===== src/rtl/core/tcw_pkg.sv =====
package tcw_pkg;

  // Field widths of the command and result channels.
  localparam int unsigned CMD_W   = 2;
  localparam int unsigned COL_W   = 7;
  localparam int unsigned ROW_W   = 5;
  localparam int unsigned CHAR_W  = 8;
  localparam int unsigned IDX_W   = 11;
  localparam int unsigned COLOR_W = 4;
  localparam int unsigned CELL_W  = 16;

  // Configuration port.
  localparam int unsigned CFG_IDX_W  = 1;
  localparam int unsigned CFG_DATA_W = COLOR_W;
  localparam logic [CFG_IDX_W-1:0] CFG_TEXT_COLOR = 1'd0;
  localparam logic [CFG_IDX_W-1:0] CFG_BACK_COLOR = 1'd1;

  // Default screen geometry.
  localparam int unsigned DEF_COLUMNS = 80;
  localparam int unsigned DEF_ROWS    = 25;

  // Command codes.
  localparam logic [CMD_W-1:0] CMD_PRINT = 2'd0;
  localparam logic [CMD_W-1:0] CMD_CLEAR = 2'd1;
  localparam logic [CMD_W-1:0] CMD_MOVE  = 2'd2;

  localparam logic [CHAR_W-1:0]  NEWLINE_CODE = 8'd10;
  localparam logic [CELL_W-1:0]  CLEAR_CELL   = 16'h0F00;
  localparam logic [CELL_W-1:0]  BLANK_CELL   = 16'h0000;
  localparam logic [COLOR_W-1:0] TEXT_RESET   = 4'd7;
  localparam logic [COLOR_W-1:0] BACK_RESET   = 4'd0;

  // What a print request does to the screen beyond the cursor move.
  typedef struct packed {
    logic scroll;
    logic store;
  } print_flags_t;

endpackage


===== src/rtl/core/tcw_if.sv =====
interface tcw_cmd_if;
  logic                         valid;
  logic                         ready;
  logic [tcw_pkg::CMD_W-1:0]    command;
  logic [tcw_pkg::COL_W-1:0]    column;
  logic [tcw_pkg::ROW_W-1:0]    row;
  logic [tcw_pkg::CHAR_W-1:0]   char_code;

  modport source (output valid, command, column, row, char_code, input ready);
  modport sink   (input valid, command, column, row, char_code, output ready);
endinterface

interface tcw_res_if;
  logic                         valid;
  logic                         ready;
  logic [tcw_pkg::COL_W-1:0]    cursor_col;
  logic [tcw_pkg::ROW_W-1:0]    cursor_row;
  logic [tcw_pkg::IDX_W-1:0]    cursor_index;
  logic                         scrolled;

  modport source (output valid, cursor_col, cursor_row, cursor_index, scrolled,
                  input ready);
  modport sink   (input valid, cursor_col, cursor_row, cursor_index, scrolled,
                  output ready);
endinterface


===== src/rtl/core/tcw_ram.sv =====
module tcw_ram #(
  parameter int unsigned WIDTH = 16,
  parameter int unsigned DEPTH = 2000,
  localparam int unsigned AW = (DEPTH > 1) ? $clog2(DEPTH) : 1
) (
  input  logic             clk_i,
  input  logic             we_i,
  input  logic [AW-1:0]    waddr_i,
  input  logic [WIDTH-1:0] wdata_i,
  input  logic [AW-1:0]    raddr_i,
  output logic [WIDTH-1:0] rdata_o
);

  logic [WIDTH-1:0] mem_q [DEPTH];
  logic [WIDTH-1:0] rdata_q;

  always_ff @(posedge clk_i) begin
    if (we_i) begin
      mem_q[waddr_i] <= wdata_i;
    end
    rdata_q <= mem_q[raddr_i];
  end

  assign rdata_o = rdata_q;

endmodule


===== src/rtl/core/tcw_cursor.sv =====
module tcw_cursor #(
  parameter int unsigned COLUMNS = tcw_pkg::DEF_COLUMNS,
  parameter int unsigned ROWS    = tcw_pkg::DEF_ROWS,
  localparam int unsigned CW = $clog2(COLUMNS),
  localparam int unsigned RW = $clog2(ROWS),
  localparam int unsigned IW = $clog2(COLUMNS * ROWS)
) (
  input  logic [tcw_pkg::CMD_W-1:0]  command_i,
  input  logic [tcw_pkg::COL_W-1:0]  column_i,
  input  logic [tcw_pkg::ROW_W-1:0]  row_i,
  input  logic [tcw_pkg::CHAR_W-1:0] char_code_i,
  input  logic [CW-1:0]              cur_col_i,
  input  logic [RW-1:0]              cur_row_i,
  output logic [CW-1:0]              nxt_col_o,
  output logic [RW-1:0]              nxt_row_o,
  output logic [IW-1:0]              put_addr_o,
  output tcw_pkg::print_flags_t      flags_o
);

  logic          newline;
  logic [CW:0]   col_inc;
  logic          wrap;
  logic          bottom;
  logic [RW-1:0] put_row;

  assign newline = (char_code_i == tcw_pkg::NEWLINE_CODE);
  assign col_inc = {1'b0, cur_col_i} + (CW + 1)'(1);
  assign wrap    = newline || (col_inc >= (CW + 1)'(COLUMNS));
  assign bottom  = (cur_row_i == RW'(ROWS - 1));

  // A wrap on the bottom row scrolls; the character then lands one row up.
  assign put_row    = (wrap && bottom) ? RW'(ROWS - 2) : cur_row_i;
  assign put_addr_o = IW'(put_row) * IW'(COLUMNS) + IW'(cur_col_i);

  always_comb begin
    nxt_col_o     = cur_col_i;
    nxt_row_o     = cur_row_i;
    flags_o       = '0;
    unique case (command_i)
      tcw_pkg::CMD_PRINT: begin
        nxt_col_o      = wrap ? '0 : col_inc[CW-1:0];
        nxt_row_o      = (wrap && !bottom) ? cur_row_i + RW'(1) : cur_row_i;
        flags_o.scroll = wrap && bottom;
        flags_o.store  = !newline;
      end
      tcw_pkg::CMD_CLEAR: begin
        nxt_col_o = '0;
        nxt_row_o = '0;
      end
      tcw_pkg::CMD_MOVE: begin
        nxt_col_o = (int'(column_i) > int'(COLUMNS - 1)) ? CW'(COLUMNS - 1) : CW'(column_i);
        nxt_row_o = (int'(row_i) > int'(ROWS - 1)) ? RW'(ROWS - 1) : RW'(row_i);
      end
      default: begin
      end
    endcase
  end

endmodule


===== src/rtl/core/text_console_writer_unit.sv =====
// Text console writer: a screen of attributed character cells in one
// synchronous RAM (COLUMNS * ROWS words of 16 bits) plus a cursor.
//
// Requests arrive on cmd_i (print, clear and home, move cursor); every
// request produces exactly one result on res_o with the new cursor, its
// linear index and a scroll flag. The colour registers are written through
// the cfg_* port while the block is idle; the user must keep to this, as the block itself does not enforce it.
//
// Timing: move, unused codes and prints that do not scroll are done in the
// accepting cycle; the result is loaded into the output register at the accepting edge.
// A clear sweeps the cell RAM one word a cycle.
// A scrolling print copies COLUMNS * (ROWS - 1) words through the RAM's
// single read and write port (one word a cycle, then draining the read
// pipeline), zeroes the last row and then stores the character; a newline
// stores nothing.
//
// After reset the block runs a clearing pass over all cells with
// cmd_i.ready low; no result is produced for it. A stalled receiver holds
// the result in the output register; a new request is taken while the block is idle
// and that register is free or is being emptied in the same cycle.
module text_console_writer_unit #(
  parameter int unsigned COLUMNS = tcw_pkg::DEF_COLUMNS,
  parameter int unsigned ROWS    = tcw_pkg::DEF_ROWS
) (
  input  logic                           clk_i,
  input  logic                           rst_ni,
  input  logic                           cfg_we_i,
  input  logic [tcw_pkg::CFG_IDX_W-1:0]  cfg_idx_i,
  input  logic [tcw_pkg::CFG_DATA_W-1:0] cfg_data_i,
  tcw_cmd_if.sink                        cmd_i,
  tcw_res_if.source                      res_o
);

  localparam int unsigned CELLS = COLUMNS * ROWS;
  localparam int unsigned CW    = $clog2(COLUMNS);
  localparam int unsigned RW    = $clog2(ROWS);
  localparam int unsigned IW    = $clog2(CELLS);
  localparam int unsigned NW    = $clog2(CELLS + 1);

  // Sequencer states.
  localparam logic [2:0] ST_IDLE  = 3'd0;
  localparam logic [2:0] ST_CLEAR = 3'd1;
  localparam logic [2:0] ST_COPY  = 3'd2;
  localparam logic [2:0] ST_ZERO  = 3'd3;
  localparam logic [2:0] ST_PUT   = 3'd4;

  logic [2:0]    state_q, state_d;
  logic [NW-1:0] cnt_q, cnt_d;
  logic          pend_q, pend_d;
  logic [IW-1:0] dst_q, dst_d;
  logic          res_pend_q, res_pend_d;
  logic          store_q, store_d;
  logic [IW-1:0] put_addr_q, put_addr_d;
  logic [tcw_pkg::CELL_W-1:0] put_data_q, put_data_d;

  logic [CW-1:0] cur_col_q, cur_col_d;
  logic [RW-1:0] cur_row_q, cur_row_d;
  logic [tcw_pkg::COLOR_W-1:0] text_q, back_q;

  logic                        out_valid_q, out_valid_d;
  logic [tcw_pkg::COL_W-1:0]   out_col_q, out_col_d;
  logic [tcw_pkg::ROW_W-1:0]   out_row_q, out_row_d;
  logic [tcw_pkg::IDX_W-1:0]   out_idx_q, out_idx_d;
  logic                        out_scr_q, out_scr_d;

  logic [CW-1:0]         nxt_col;
  logic [RW-1:0]         nxt_row;
  logic [IW-1:0]         put_addr;
  tcw_pkg::print_flags_t flags;

  logic                       ram_we;
  logic [IW-1:0]              ram_waddr;
  logic [tcw_pkg::CELL_W-1:0] ram_wdata;
  logic [IW-1:0]              ram_raddr;
  logic [tcw_pkg::CELL_W-1:0] ram_rdata;

  logic          accept;
  logic          out_free;
  logic [CW-1:0] sel_col;
  logic [RW-1:0] sel_row;
  logic          load_res;
  logic          load_scr;

  tcw_cursor #(
    .COLUMNS (COLUMNS),
    .ROWS    (ROWS)
  ) u_cursor (
    .command_i   (cmd_i.command),
    .column_i    (cmd_i.column),
    .row_i       (cmd_i.row),
    .char_code_i (cmd_i.char_code),
    .cur_col_i   (cur_col_q),
    .cur_row_i   (cur_row_q),
    .nxt_col_o   (nxt_col),
    .nxt_row_o   (nxt_row),
    .put_addr_o  (put_addr),
    .flags_o     (flags)
  );

  tcw_ram #(
    .WIDTH (tcw_pkg::CELL_W),
    .DEPTH (CELLS)
  ) u_cells (
    .clk_i   (clk_i),
    .we_i    (ram_we),
    .waddr_i (ram_waddr),
    .wdata_i (ram_wdata),
    .raddr_i (ram_raddr),
    .rdata_o (ram_rdata)
  );

  // The output register is free when empty or being emptied this cycle.
  assign out_free    = !out_valid_q || res_o.ready;
  assign cmd_i.ready = (state_q == ST_IDLE) && out_free;
  assign accept      = cmd_i.valid && cmd_i.ready;

  // Quick requests report the freshly computed cursor, long ones the
  // cursor registers that were updated when the request was taken.
  assign sel_col = (state_q == ST_IDLE) ? nxt_col : cur_col_q;
  assign sel_row = (state_q == ST_IDLE) ? nxt_row : cur_row_q;

  always_comb begin
    state_d    = state_q;
    cnt_d      = cnt_q;
    pend_d     = 1'b0;
    dst_d      = dst_q;
    res_pend_d = res_pend_q;
    store_d    = store_q;
    put_addr_d = put_addr_q;
    put_data_d = put_data_q;
    cur_col_d  = cur_col_q;
    cur_row_d  = cur_row_q;
    ram_we     = 1'b0;
    ram_waddr  = put_addr;
    ram_wdata  = {back_q, text_q, cmd_i.char_code};
    ram_raddr  = cnt_q[IW-1:0];
    load_res   = 1'b0;
    load_scr   = 1'b0;

    unique case (state_q)
      ST_IDLE: begin
        if (accept) begin
          cur_col_d = nxt_col;
          cur_row_d = nxt_row;
          if (cmd_i.command == tcw_pkg::CMD_CLEAR) begin
            state_d    = ST_CLEAR;
            cnt_d      = '0;
            res_pend_d = 1'b1;
          end else if ((cmd_i.command == tcw_pkg::CMD_PRINT) && flags.scroll) begin
            state_d    = ST_COPY;
            cnt_d      = NW'(COLUMNS);
            res_pend_d = 1'b1;
            store_d    = flags.store;
            put_addr_d = put_addr;
            put_data_d = {back_q, text_q, cmd_i.char_code};
          end else begin
            // Print without scroll, move or unused code: done this cycle.
            ram_we   = (cmd_i.command == tcw_pkg::CMD_PRINT) && flags.store;
            load_res = 1'b1;
          end
        end
      end
      ST_CLEAR: begin
        ram_we    = 1'b1;
        ram_waddr = cnt_q[IW-1:0];
        ram_wdata = tcw_pkg::CLEAR_CELL;
        cnt_d     = cnt_q + NW'(1);
        if (cnt_q == NW'(CELLS - 1)) begin
          state_d    = ST_IDLE;
          load_res   = res_pend_q;
          res_pend_d = 1'b0;
        end
      end
      ST_COPY: begin
        // Read one row ahead; the write trails the read by the RAM latency.
        if (cnt_q != NW'(CELLS)) begin
          cnt_d  = cnt_q + NW'(1);
          pend_d = 1'b1;
          dst_d  = IW'(cnt_q - NW'(COLUMNS));
        end
        ram_we    = pend_q;
        ram_waddr = dst_q;
        ram_wdata = ram_rdata;
        if ((cnt_q == NW'(CELLS)) && !pend_q) begin
          state_d = ST_ZERO;
          cnt_d   = NW'(CELLS - COLUMNS);
        end
      end
      ST_ZERO: begin
        ram_we    = 1'b1;
        ram_waddr = cnt_q[IW-1:0];
        ram_wdata = tcw_pkg::BLANK_CELL;
        cnt_d     = cnt_q + NW'(1);
        if (cnt_q == NW'(CELLS - 1)) begin
          if (store_q) begin
            state_d = ST_PUT;
          end else begin
            state_d    = ST_IDLE;
            load_res   = 1'b1;
            load_scr   = 1'b1;
            res_pend_d = 1'b0;
          end
        end
      end
      ST_PUT: begin
        ram_we     = 1'b1;
        ram_waddr  = put_addr_q;
        ram_wdata  = put_data_q;
        state_d    = ST_IDLE;
        load_res   = 1'b1;
        load_scr   = 1'b1;
        res_pend_d = 1'b0;
      end
      default: begin
        state_d = ST_IDLE;
      end
    endcase
  end

  // Result register.
  always_comb begin
    out_valid_d = out_valid_q && !res_o.ready;
    out_col_d   = out_col_q;
    out_row_d   = out_row_q;
    out_idx_d   = out_idx_q;
    out_scr_d   = out_scr_q;
    if (load_res) begin
      out_valid_d = 1'b1;
      out_col_d   = tcw_pkg::COL_W'(sel_col);
      out_row_d   = tcw_pkg::ROW_W'(sel_row);
      out_idx_d   = tcw_pkg::IDX_W'(32'(sel_row) * 32'(COLUMNS) + 32'(sel_col));
      out_scr_d   = load_scr;
    end
  end

  always_ff @(posedge clk_i or negedge rst_ni) begin
    if (!rst_ni) begin
      state_q     <= ST_CLEAR;
      cnt_q       <= '0;
      pend_q      <= 1'b0;
      res_pend_q  <= 1'b0;
      store_q     <= 1'b0;
      cur_col_q   <= '0;
      cur_row_q   <= '0;
      text_q      <= tcw_pkg::TEXT_RESET;
      back_q      <= tcw_pkg::BACK_RESET;
      out_valid_q <= 1'b0;
    end else begin
      state_q     <= state_d;
      cnt_q       <= cnt_d;
      pend_q      <= pend_d;
      res_pend_q  <= res_pend_d;
      store_q     <= store_d;
      cur_col_q   <= cur_col_d;
      cur_row_q   <= cur_row_d;
      out_valid_q <= out_valid_d;
      if (cfg_we_i) begin
        unique case (cfg_idx_i)
          tcw_pkg::CFG_TEXT_COLOR: text_q <= cfg_data_i;
          tcw_pkg::CFG_BACK_COLOR: back_q <= cfg_data_i;
          default: begin
          end
        endcase
      end
    end
  end

  always_ff @(posedge clk_i) begin
    dst_q      <= dst_d;
    put_addr_q <= put_addr_d;
    put_data_q <= put_data_d;
    out_col_q  <= out_col_d;
    out_row_q  <= out_row_d;
    out_idx_q  <= out_idx_d;
    out_scr_q  <= out_scr_d;
  end

  assign res_o.valid        = out_valid_q;
  assign res_o.cursor_col   = out_col_q;
  assign res_o.cursor_row   = out_row_q;
  assign res_o.cursor_index = out_idx_q;
  assign res_o.scrolled     = out_scr_q;

endmodule

===== src/flat_wrapper.sv =====
// flat-port wrapper written by rule: the top's interface ports become plain ports
module text_console_writer_unit_flat 
#(
  parameter int unsigned COLUMNS = tcw_pkg::DEF_COLUMNS,
  parameter int unsigned ROWS    = tcw_pkg::DEF_ROWS
)
  (clk_i, rst_ni, cfg_we_i, cfg_idx_i, cfg_data_i, cmd_i_valid, cmd_i_command, cmd_i_column, cmd_i_row, cmd_i_char_code, cmd_i_ready, res_o_valid, res_o_cursor_col, res_o_cursor_row, res_o_cursor_index, res_o_scrolled, res_o_ready);
  tcw_cmd_if cmd_i_i ();
  tcw_res_if res_o_i ();
  input  logic clk_i;
  input  logic rst_ni;
  input  logic cfg_we_i;
  input  logic [tcw_pkg::CFG_IDX_W-1:0] cfg_idx_i;
  input  logic [tcw_pkg::CFG_DATA_W-1:0] cfg_data_i;
  input wire logic [$bits(cmd_i_i.valid)-1:0] cmd_i_valid;
  input wire logic [$bits(cmd_i_i.command)-1:0] cmd_i_command;
  input wire logic [$bits(cmd_i_i.column)-1:0] cmd_i_column;
  input wire logic [$bits(cmd_i_i.row)-1:0] cmd_i_row;
  input wire logic [$bits(cmd_i_i.char_code)-1:0] cmd_i_char_code;
  output wire logic [$bits(cmd_i_i.ready)-1:0] cmd_i_ready;
  output wire logic [$bits(res_o_i.valid)-1:0] res_o_valid;
  output wire logic [$bits(res_o_i.cursor_col)-1:0] res_o_cursor_col;
  output wire logic [$bits(res_o_i.cursor_row)-1:0] res_o_cursor_row;
  output wire logic [$bits(res_o_i.cursor_index)-1:0] res_o_cursor_index;
  output wire logic [$bits(res_o_i.scrolled)-1:0] res_o_scrolled;
  input wire logic [$bits(res_o_i.ready)-1:0] res_o_ready;
  assign cmd_i_i.valid = cmd_i_valid;
  assign cmd_i_i.command = cmd_i_command;
  assign cmd_i_i.column = cmd_i_column;
  assign cmd_i_i.row = cmd_i_row;
  assign cmd_i_i.char_code = cmd_i_char_code;
  assign cmd_i_ready = cmd_i_i.ready;
  assign res_o_valid = res_o_i.valid;
  assign res_o_cursor_col = res_o_i.cursor_col;
  assign res_o_cursor_row = res_o_i.cursor_row;
  assign res_o_cursor_index = res_o_i.cursor_index;
  assign res_o_scrolled = res_o_i.scrolled;
  assign res_o_i.ready = res_o_ready;
  text_console_writer_unit #(.COLUMNS(COLUMNS), .ROWS(ROWS)) u_core (.clk_i(clk_i), .rst_ni(rst_ni), .cfg_we_i(cfg_we_i), .cfg_idx_i(cfg_idx_i), .cfg_data_i(cfg_data_i), .cmd_i(cmd_i_i), .res_o(res_o_i));
endmodule

===== config.mk =====
export PLATFORM = sky130hd
export DESIGN_NAME = text_console_writer_unit_flat
export DESIGN_NICKNAME = d
export VERILOG_FILES = /design/src/rtl/core/tcw_pkg.sv /design/src/rtl/core/tcw_if.sv /design/src/rtl/core/tcw_ram.sv /design/src/rtl/core/tcw_cursor.sv /design/src/rtl/core/text_console_writer_unit.sv /design/src/flat_wrapper.sv
export SDC_FILE = /design/constraint.sdc
export NUM_CORES = 1
export LEC_CHECK = 0
export BUFFER_PORTS_ARGS = -buffer_cell sky130_fd_sc_hd__buf_2
export CAP_MARGIN = 30
export CORE_ASPECT_RATIO = 1.1
export CORE_MARGIN = 1
export CORE_UTILIZATION = 35
export DETAILED_ROUTE_END_ITERATION = 8
export SLEW_MARGIN = 20
export SYNTH_ARGS = -nofsm -noshare
export SYNTH_HDL_FRONTEND = slang
export SYNTH_SLANG_ARGS = --single-unit
export TNS_END_PERCENT = 10

===== constraint.sdc =====
create_clock -name clk_i -period 5.1 [get_ports clk_i]
set_input_delay 0.51 -clock clk_i [delete_from_list [all_inputs] [get_ports clk_i]]
set_output_delay 0.51 -clock clk_i [all_outputs]
set_load 0.1 [all_outputs]

==> results of run 1 <==
[logic make-up after synthesis]
group / count (synthesis)
flops: 50
fa+ha+maj: 16
xor+xnor: 7
compound gates: 123
mux: 5
buf+inv: 39
simple gates: 124
[area by class of cell]
type | count | area (um^2) | area share
well taps | 117 | 146.4 | 0.03893
clock buffers | 8 | 111.4 | 0.02962
repair buffers | 52 | 266.5 | 0.07088
inverters | 16 | 60.06 | 0.01597
multi-input cells | 275 | 1823 | 0.4849
flip-flops and latches | 50 | 1353 | 0.3597
[metal layers]
layer | track usage | wire [um] | up-vias
met4 | 0.07249 | 222 | 0
met5 | 0 | 0 | -
met1 | 0.2148 | 3564 | 1481
li1 | - | - | 1422
met2 | 0.2913 | 4168 | 79
met3 | 0.02381 | 255 | 21
[power breakdown]
| group | total (mW) | switching [mW] | internal, mW |
|---|---|---|---|
| Sequential | 0.590 | 0.0850 | 0.505 |
| Clock | 0.279 | 0.139 | 0.141 |
| Combinational | 0.483 | 0.258 | 0.224 |
| Total | 1.35 | 0.482 | 0.870 |
[path summary, 6_finish.rpt]
path	endpoint	depth (start not counted)	slack [ns]	startpoint
max in group asynchronous	u_core.res_pend_q$_DFFE_PN0P_	1	4.33	rst_ni
min in group clk_i	u_core.res_pend_q$_DFFE_PN0P_	2	0.54	u_core.res_pend_q$_DFFE_PN0P_
worst min register to register	u_core.res_pend_q$_DFFE_PN0P_	2	0.54	u_core.res_pend_q$_DFFE_PN0P_
worst max-delay path	u_core.res_o.cursor_index[10]$_DFFE_PP_	14	0.63	u_core.cur_col_q[0]$_DFFE_PN0P_
worst min-delay path	u_core.cur_col_q[5]$_DFFE_PN0P_	1	0.27	rst_ni
worst max register to register	u_core.res_o.cursor_index[10]$_DFFE_PP_	14	0.63	u_core.cur_col_q[0]$_DFFE_PN0P_
[Yosys cell counts (6+ instances only)]
library cell  instances  area, um^2
nor2_1               31       116.4
dfrtp_1              29       725.7
o21ai_0              29       145.1
a21oi_1              28       140.1
nand2_1              28       105.1
edfxtp_1             20       600.6
inv_1                16       60.06
ha_1                 14       175.2
clkbuf_1             10       37.54
nand3_1              10       50.05
a21o_1                8       60.06
nand2b_1              8       50.05
o22ai_1               7       43.79
and3_1                6       37.54
nor3_1                6       30.03
or2_2                 6       37.54
[through the flow]
step                      hold slack (ns)  cells    util
final                              0.2739    518  0.4001
after global routing               0.3286    518  0.4001
after CTS                          0.2888    518  0.4001
after detailed placement           0.5101    510  0.3882
after global placement             0.5182    509  0.3870
after floorplan                    0.2144    364       -
[registers in the layout, summed over array words and instances, names as in the netlist]
signal and cells:
u_core.store_q 1, u_core.res_o.cursor_row 5, u_core.res_o.valid 1, u_core.cur_col_q 7
u_core.pend_q 1, u_core.cnt_q 11, u_core.res_o.cursor_col 3, u_core.res_o.scrolled 1
u_core.cur_row_q 5, u_core.res_o.cursor_index 11, u_core.state_q 3, u_core.res_pend_q 1
[placed cells by master (no fill, tap or decap), types with 5 or more instances in the layout]
cell type  netlist  final
a21o_1           8      8
a21oi_1         28     28
a31oi_1          5      5
and3_1           6      6
buf_2            1     51
clkbuf_8         2      6
dfrtp_1         29     29
edfxtp_1        20     20
ha_1            14     14
inv_1           16     16
nand2_1         28     28
nand2b_1         8      8
nand3_1         10     10
nand4_1          5      5
nor2_1          31     31
nor3_1           6      6
o21ai_0         29     29
o22ai_1          7      7
or2_2            6      6
==> results.json, run 1 <==
{
  "cts.sinks": 50,
  "period_minus_slack_ns": 4.466,
  "cts_tree": "yes",
  "grt_util_all_layers": 0.1718,
  "cp-start-kind": "register",
  "antenna_left": 0,
  "post-dp-hpwl_mm": 5.989,
  "setup_viol": 0,
  "final-hold-violation-count": 0,
  "synthXorXnorAreaFrac": 0.01803,
  "ys_ff_latch": 50,
  "drv_slew": 0,
  "initial_core_util": 0.3617,
  "io_pins": 58,
  "die_x_um": 95.97,
  "power_mw": 1.352,
  "ir_drop_uv": 167.5,
  "syn_area_per_cell_um2": 9.339,
  "final.period_utilization": 0.8758,
  "root_buffer": "clkbuf_8",
  "cp_top_family": "compound AO/OA/AOI/OAI gates",
  "synthFlopType": "dfrtp_1",
  "async_flop_share": 0.6000,
  "numCtsBuffers": 5,
  "overflow": 0,
  "slowest_stage": "dfrtp_1",
  "hold_buffers": 0,
  "cts_resized": 0,
  "status": "completed",
  "synthCells": 364,
  "final.setup.tns_ns": 0,
  "clk_transition_reported_paths_ns": 0.10,
  "firstDrtPassIters": 5,
  "io_buffers": 51,
  "routabilityCongestion": 0.8271,
  "num_rows": 37,
  "antenna_found_initial": 0,
  "hp-class": "input port to asynchronous set/reset pin",
  "synth_top_family_by_area": "compound AO/OA/AOI/OAI gates",
  "antenna_cells": 0,
  "rsz0062_at_grt": "no",
  "slowest_delay_ns": 0.54,
  "seq_area_frac_synth": 0.3979,
  "final_area_um2": 3760,
  "power_density_nw_per_um2": 359.7,
  "crit_type": "register to register",
  "synthAdderAreaFrac": 0.06331,
  "setup_slack_ns": 0.6336,
  "die_y_um": 105.4,
  "die_area_um2": 10110,
  "endpoint_kind": "register",
  "grt_pass1_vias": 2905,
  "insertion_delay_ns": 0.31,
  "postCtsSetupBuffers": 0,
  "critPathBufInv": 1,
  "arrival_ns": 4.51,
  "ys.warnings.count": 0,
  "place_ws_ns": 0.6854,
  "routed_wl_mm": 8.211,
  "syn_nets": 412,
  "syn_to_final_growth_pct": 10.60,
  "muxShareOfSynthArea": 0.01509,
  "max_slew_margin": 0.4751,
  "netlist_area_um2": 3400,
  "drt_iter0_drc": 202,
  "cp_common_cell": "ha_1",
  "placedInstanceArea_um2": 3649,
  "htreeDepth": 2,
  "finClkSkew_ns": 0.009392,
  "path_cells": "ha_1 > nand3_1 > a2111oi_2 > a2111o_2 > nand4_2 > mux2i_1 > o221ai_1 > ha_1 > ha_1 > inv_1 > fa_1 > or2_2 > o32ai_1 > xor2_1",
  "fillers": 946,
  "synth_edf_count": 20,
  "worst_slew_pin_slew_ns": 0.7873,
  "wl_per_cell_um": 15.85,
  "grt_max_degree": 31,
  "required_ns": 5.15,
  "core_um2": 9398,
  "synth-compound-area-share": 0.2418,
  "fin_nets": 448,
  "clock.fmax_ghz": 0.2239,
  "ys_types": 72,
  "synth-simple-area-share": 0.1980,
  "num_vias": 3003,
  "drive_above_1_share": 0.2045,
  "leakagePower_nw": 1.574,
  "clockBufferDepth": 2,
  "routed_via_density": 5.797,
  "drc": 0,
  "cp_max_fo": 14,
  "cap_violations": 0,
  "grt_pass1_wl_mm": 13.66
}
No activity file was read; power rests on OpenSTA's default activity.
==> run 2, diff against run 1 <==
--- a/config.mk
+++ b/config.mk
@@ -5,7 +5,7 @@
 export SDC_FILE = /design/constraint.sdc
 export NUM_CORES = 1
 export LEC_CHECK = 0
-export BUFFER_PORTS_ARGS = -buffer_cell sky130_fd_sc_hd__buf_2
+export BUFFER_PORTS_ARGS = -buffer_cell sky130_fd_sc_hd__clkbuf_2
 export CAP_MARGIN = 30
 export CORE_ASPECT_RATIO = 1.1
 export CORE_MARGIN = 1
==> run 2 against run 1 <==
Maximum frequency rose by 0.97%. Total power grew 0.36%. Register-to-register slack improved by 0.04 ns. Critical path type unchanged. Largest cell class unchanged. Highest routed layer unchanged.
==> results.json, run 2 (synthesized netlist as in run 1, its figures left out) <==
{
  "status": "completed",
  "setup_slack_ns": 0.6765,
  "antenna_cells": 0,
  "fin_util": 0.4043,
  "reg2reg_setup_slack_ns": 0.68,
  "crit_type": "register to register",
  "period_minus_slack_ns": 4.424,
  "power_frac_seq": 0.432,
  "cp_max_fo": 14,
  "antenna_left": 0,
  "placedInstanceArea_um2": 3656,
  "setup_viol": 0,
  "p_sw_uw": 468.9,
  "post-dp-hpwl_mm": 5.881,
  "final-hold-violation-count": 0,
  "grt_pass1_wl_mm": 13.42,
  "whs_ns": 0.08710,
  "dpl.cell_count": 511,
  "cts_resized": 0,
  "drive_above_1_share": 0.2084,
  "final-seq-area_um2": 1353,
  "worst_slew_pin_slew_ns": 0.5932,
  "insertion_delay_ns": 0.31,
  "die_area_um2": 10110,
  "grt_util_all_layers": 0.1700,
  "core_um2": 9398,
  "required_ns": 5.16,
  "clock_power_share": 0.220,
  "syn_to_final_growth_pct": 11.78,
  "num_vias": 2944,
  "postCtsSetupBuffers": 0,
  "cp-start-kind": "register",
  "drt_iter0_drc": 148,
  "initial_core_util": 0.3617,
  "r2r_end": "u_core.res_o.cursor_index[10]$_DFFE_PP_",
  "rsz0062_at_grt": "no",
  "final_common_cell": "clkbuf_2",
  "grt_max_degree": 31,
  "leakagePower_nw": 1.603,
  "root_buffer": "clkbuf_8",
  "r2r_cells": 15,
  "routed_wl_mm": 7.889,
  "final_cell_mix": "clkbuf_2 (51), nor2_1 (31), o21ai_0 (29), dfrtp_1 (29)",
  "fin_nets": 450,
  "htreeDepth": 2,
  "place_ws_ns": 0.7056,
  "wl_per_cell_um": 15.17,
  "overflow": 0,
  "final.setup.tns_ns": 0,
  "die_y_um": 105.4,
  "num_rows": 37,
  "clock.fmax_ghz": 0.2261,
  "cts.sinks": 50,
  "io_buffers": 51,
  "antenna_found_initial": 0,
  "p_sw_frac": 0.3455,
  "clockBufferDepth": 2,
  "die_x_um": 95.97,
  "final_area_um2": 3800,
  "firstDrtPassIters": 4,
  "endpoint_kind": "register",
  "drv_slew": 0,
  "drc": 0,
  "hold_buffers": 0,
  "cts_tree": "yes",
  "routabilityCongestion": 0.8326,
  "ir_drop_uv": 137.5,
  "io_pins": 58,
  "hp-class": "input port to asynchronous set/reset pin",
  "power_density_nw_per_um2": 357.2,
  "clk_transition_reported_paths_ns": 0.10,
  "finClkSkew_ns": 0.008270,
  "internal_power_uw": 888.4,
  "numCtsBuffers": 5,
  "multi_input_area_um2": 1823,
  "power_mw": 1.357,
  "max_slew_margin": 0.6038,
  "arrival_ns": 4.49,
  "worstReg2RegStart": "u_core.cur_col_q[0]$_DFFE_PN0P_",
  "final_cells": 520,
  "final.period_utilization": 0.8674,
  "routed_via_density": 5.662,
  "pwr-share-comb": 0.348,
  "fillers": 922,
  "cap_violations": 0,
  "grt_pass1_vias": 2844
}
-- run 2: changes by cell type in the layout (fill, tap and decap cells not counted), sizes merged --
| cell | delta |
|---|---|
| bufinv | +1 |
| buf | -49 |
| clkbuf | +50 |
-- run 2: metal layers --
layer	global-route usage	part of all wire
met1	0.2194	0.44
met2	0.2867	0.51
met3	0.02165	0.036
met4	0.06183	0.020
met5	0	0
-- run 2: critical path, cell delays in order (launching register included) --
cell,delay (ns)
dfrtp_1,0.52
ha_1,0.28
nand3_1,0.17
a2111oi_2,0.41
a2111o_2,0.36
nand4_2,0.19
mux2i_1,0.15
o221ai_1,0.34
ha_1,0.31
ha_1,0.21
inv_1,0.07
fa_1,0.44
or2_2,0.33
a21oi_1,0.13
o32ai_1,0.11
xor2_1,0.15
-- run 2: power groups by stage --
stage | clock (mW) | combinational, mW | sequential (mW)
after detailed placement | 0 | 0.474 | 0.593
after floorplan | 0 | 0.389 | 0.576
after CTS | 0.308 | 0.477 | 0.586
after global routing | 0.323 | 0.549 | 0.600
final | 0.299 | 0.472 | 0.587
after global placement | 0 | 0.461 | 0.593
-- run 2: final cells by class --
cell class	count	area share
clock buffer	7	0.02272
clock inverter	1	0.007903
inverter	16	0.01581
multi-input combinational	275	0.4798
sequential	50	0.3559
tap	117	0.03852
timing repair buffer	54	0.07935
-- run 2: worst max path at each step --
stage | from | end | cells past startpoint
floorplan | u_core.cur_col_q[1]$_DFFE_PN0P_ | u_core.res_o.cursor_index[10]$_DFFE_PP_ | 16
global placement | cmd_i_char_code[5] | u_core.res_o.cursor_index[10]$_DFFE_PP_ | 14
detailed placement | cmd_i_char_code[5] | u_core.res_o.cursor_index[10]$_DFFE_PP_ | 15
CTS | u_core.cur_col_q[0]$_DFFE_PN0P_ | u_core.res_o.cursor_index[10]$_DFFE_PP_ | 15
global route | u_core.cur_col_q[0]$_DFFE_PN0P_ | u_core.res_o.cursor_index[10]$_DFFE_PP_ | 15
finish | u_core.cur_col_q[0]$_DFFE_PN0P_ | u_core.res_o.cursor_index[10]$_DFFE_PP_ | 15
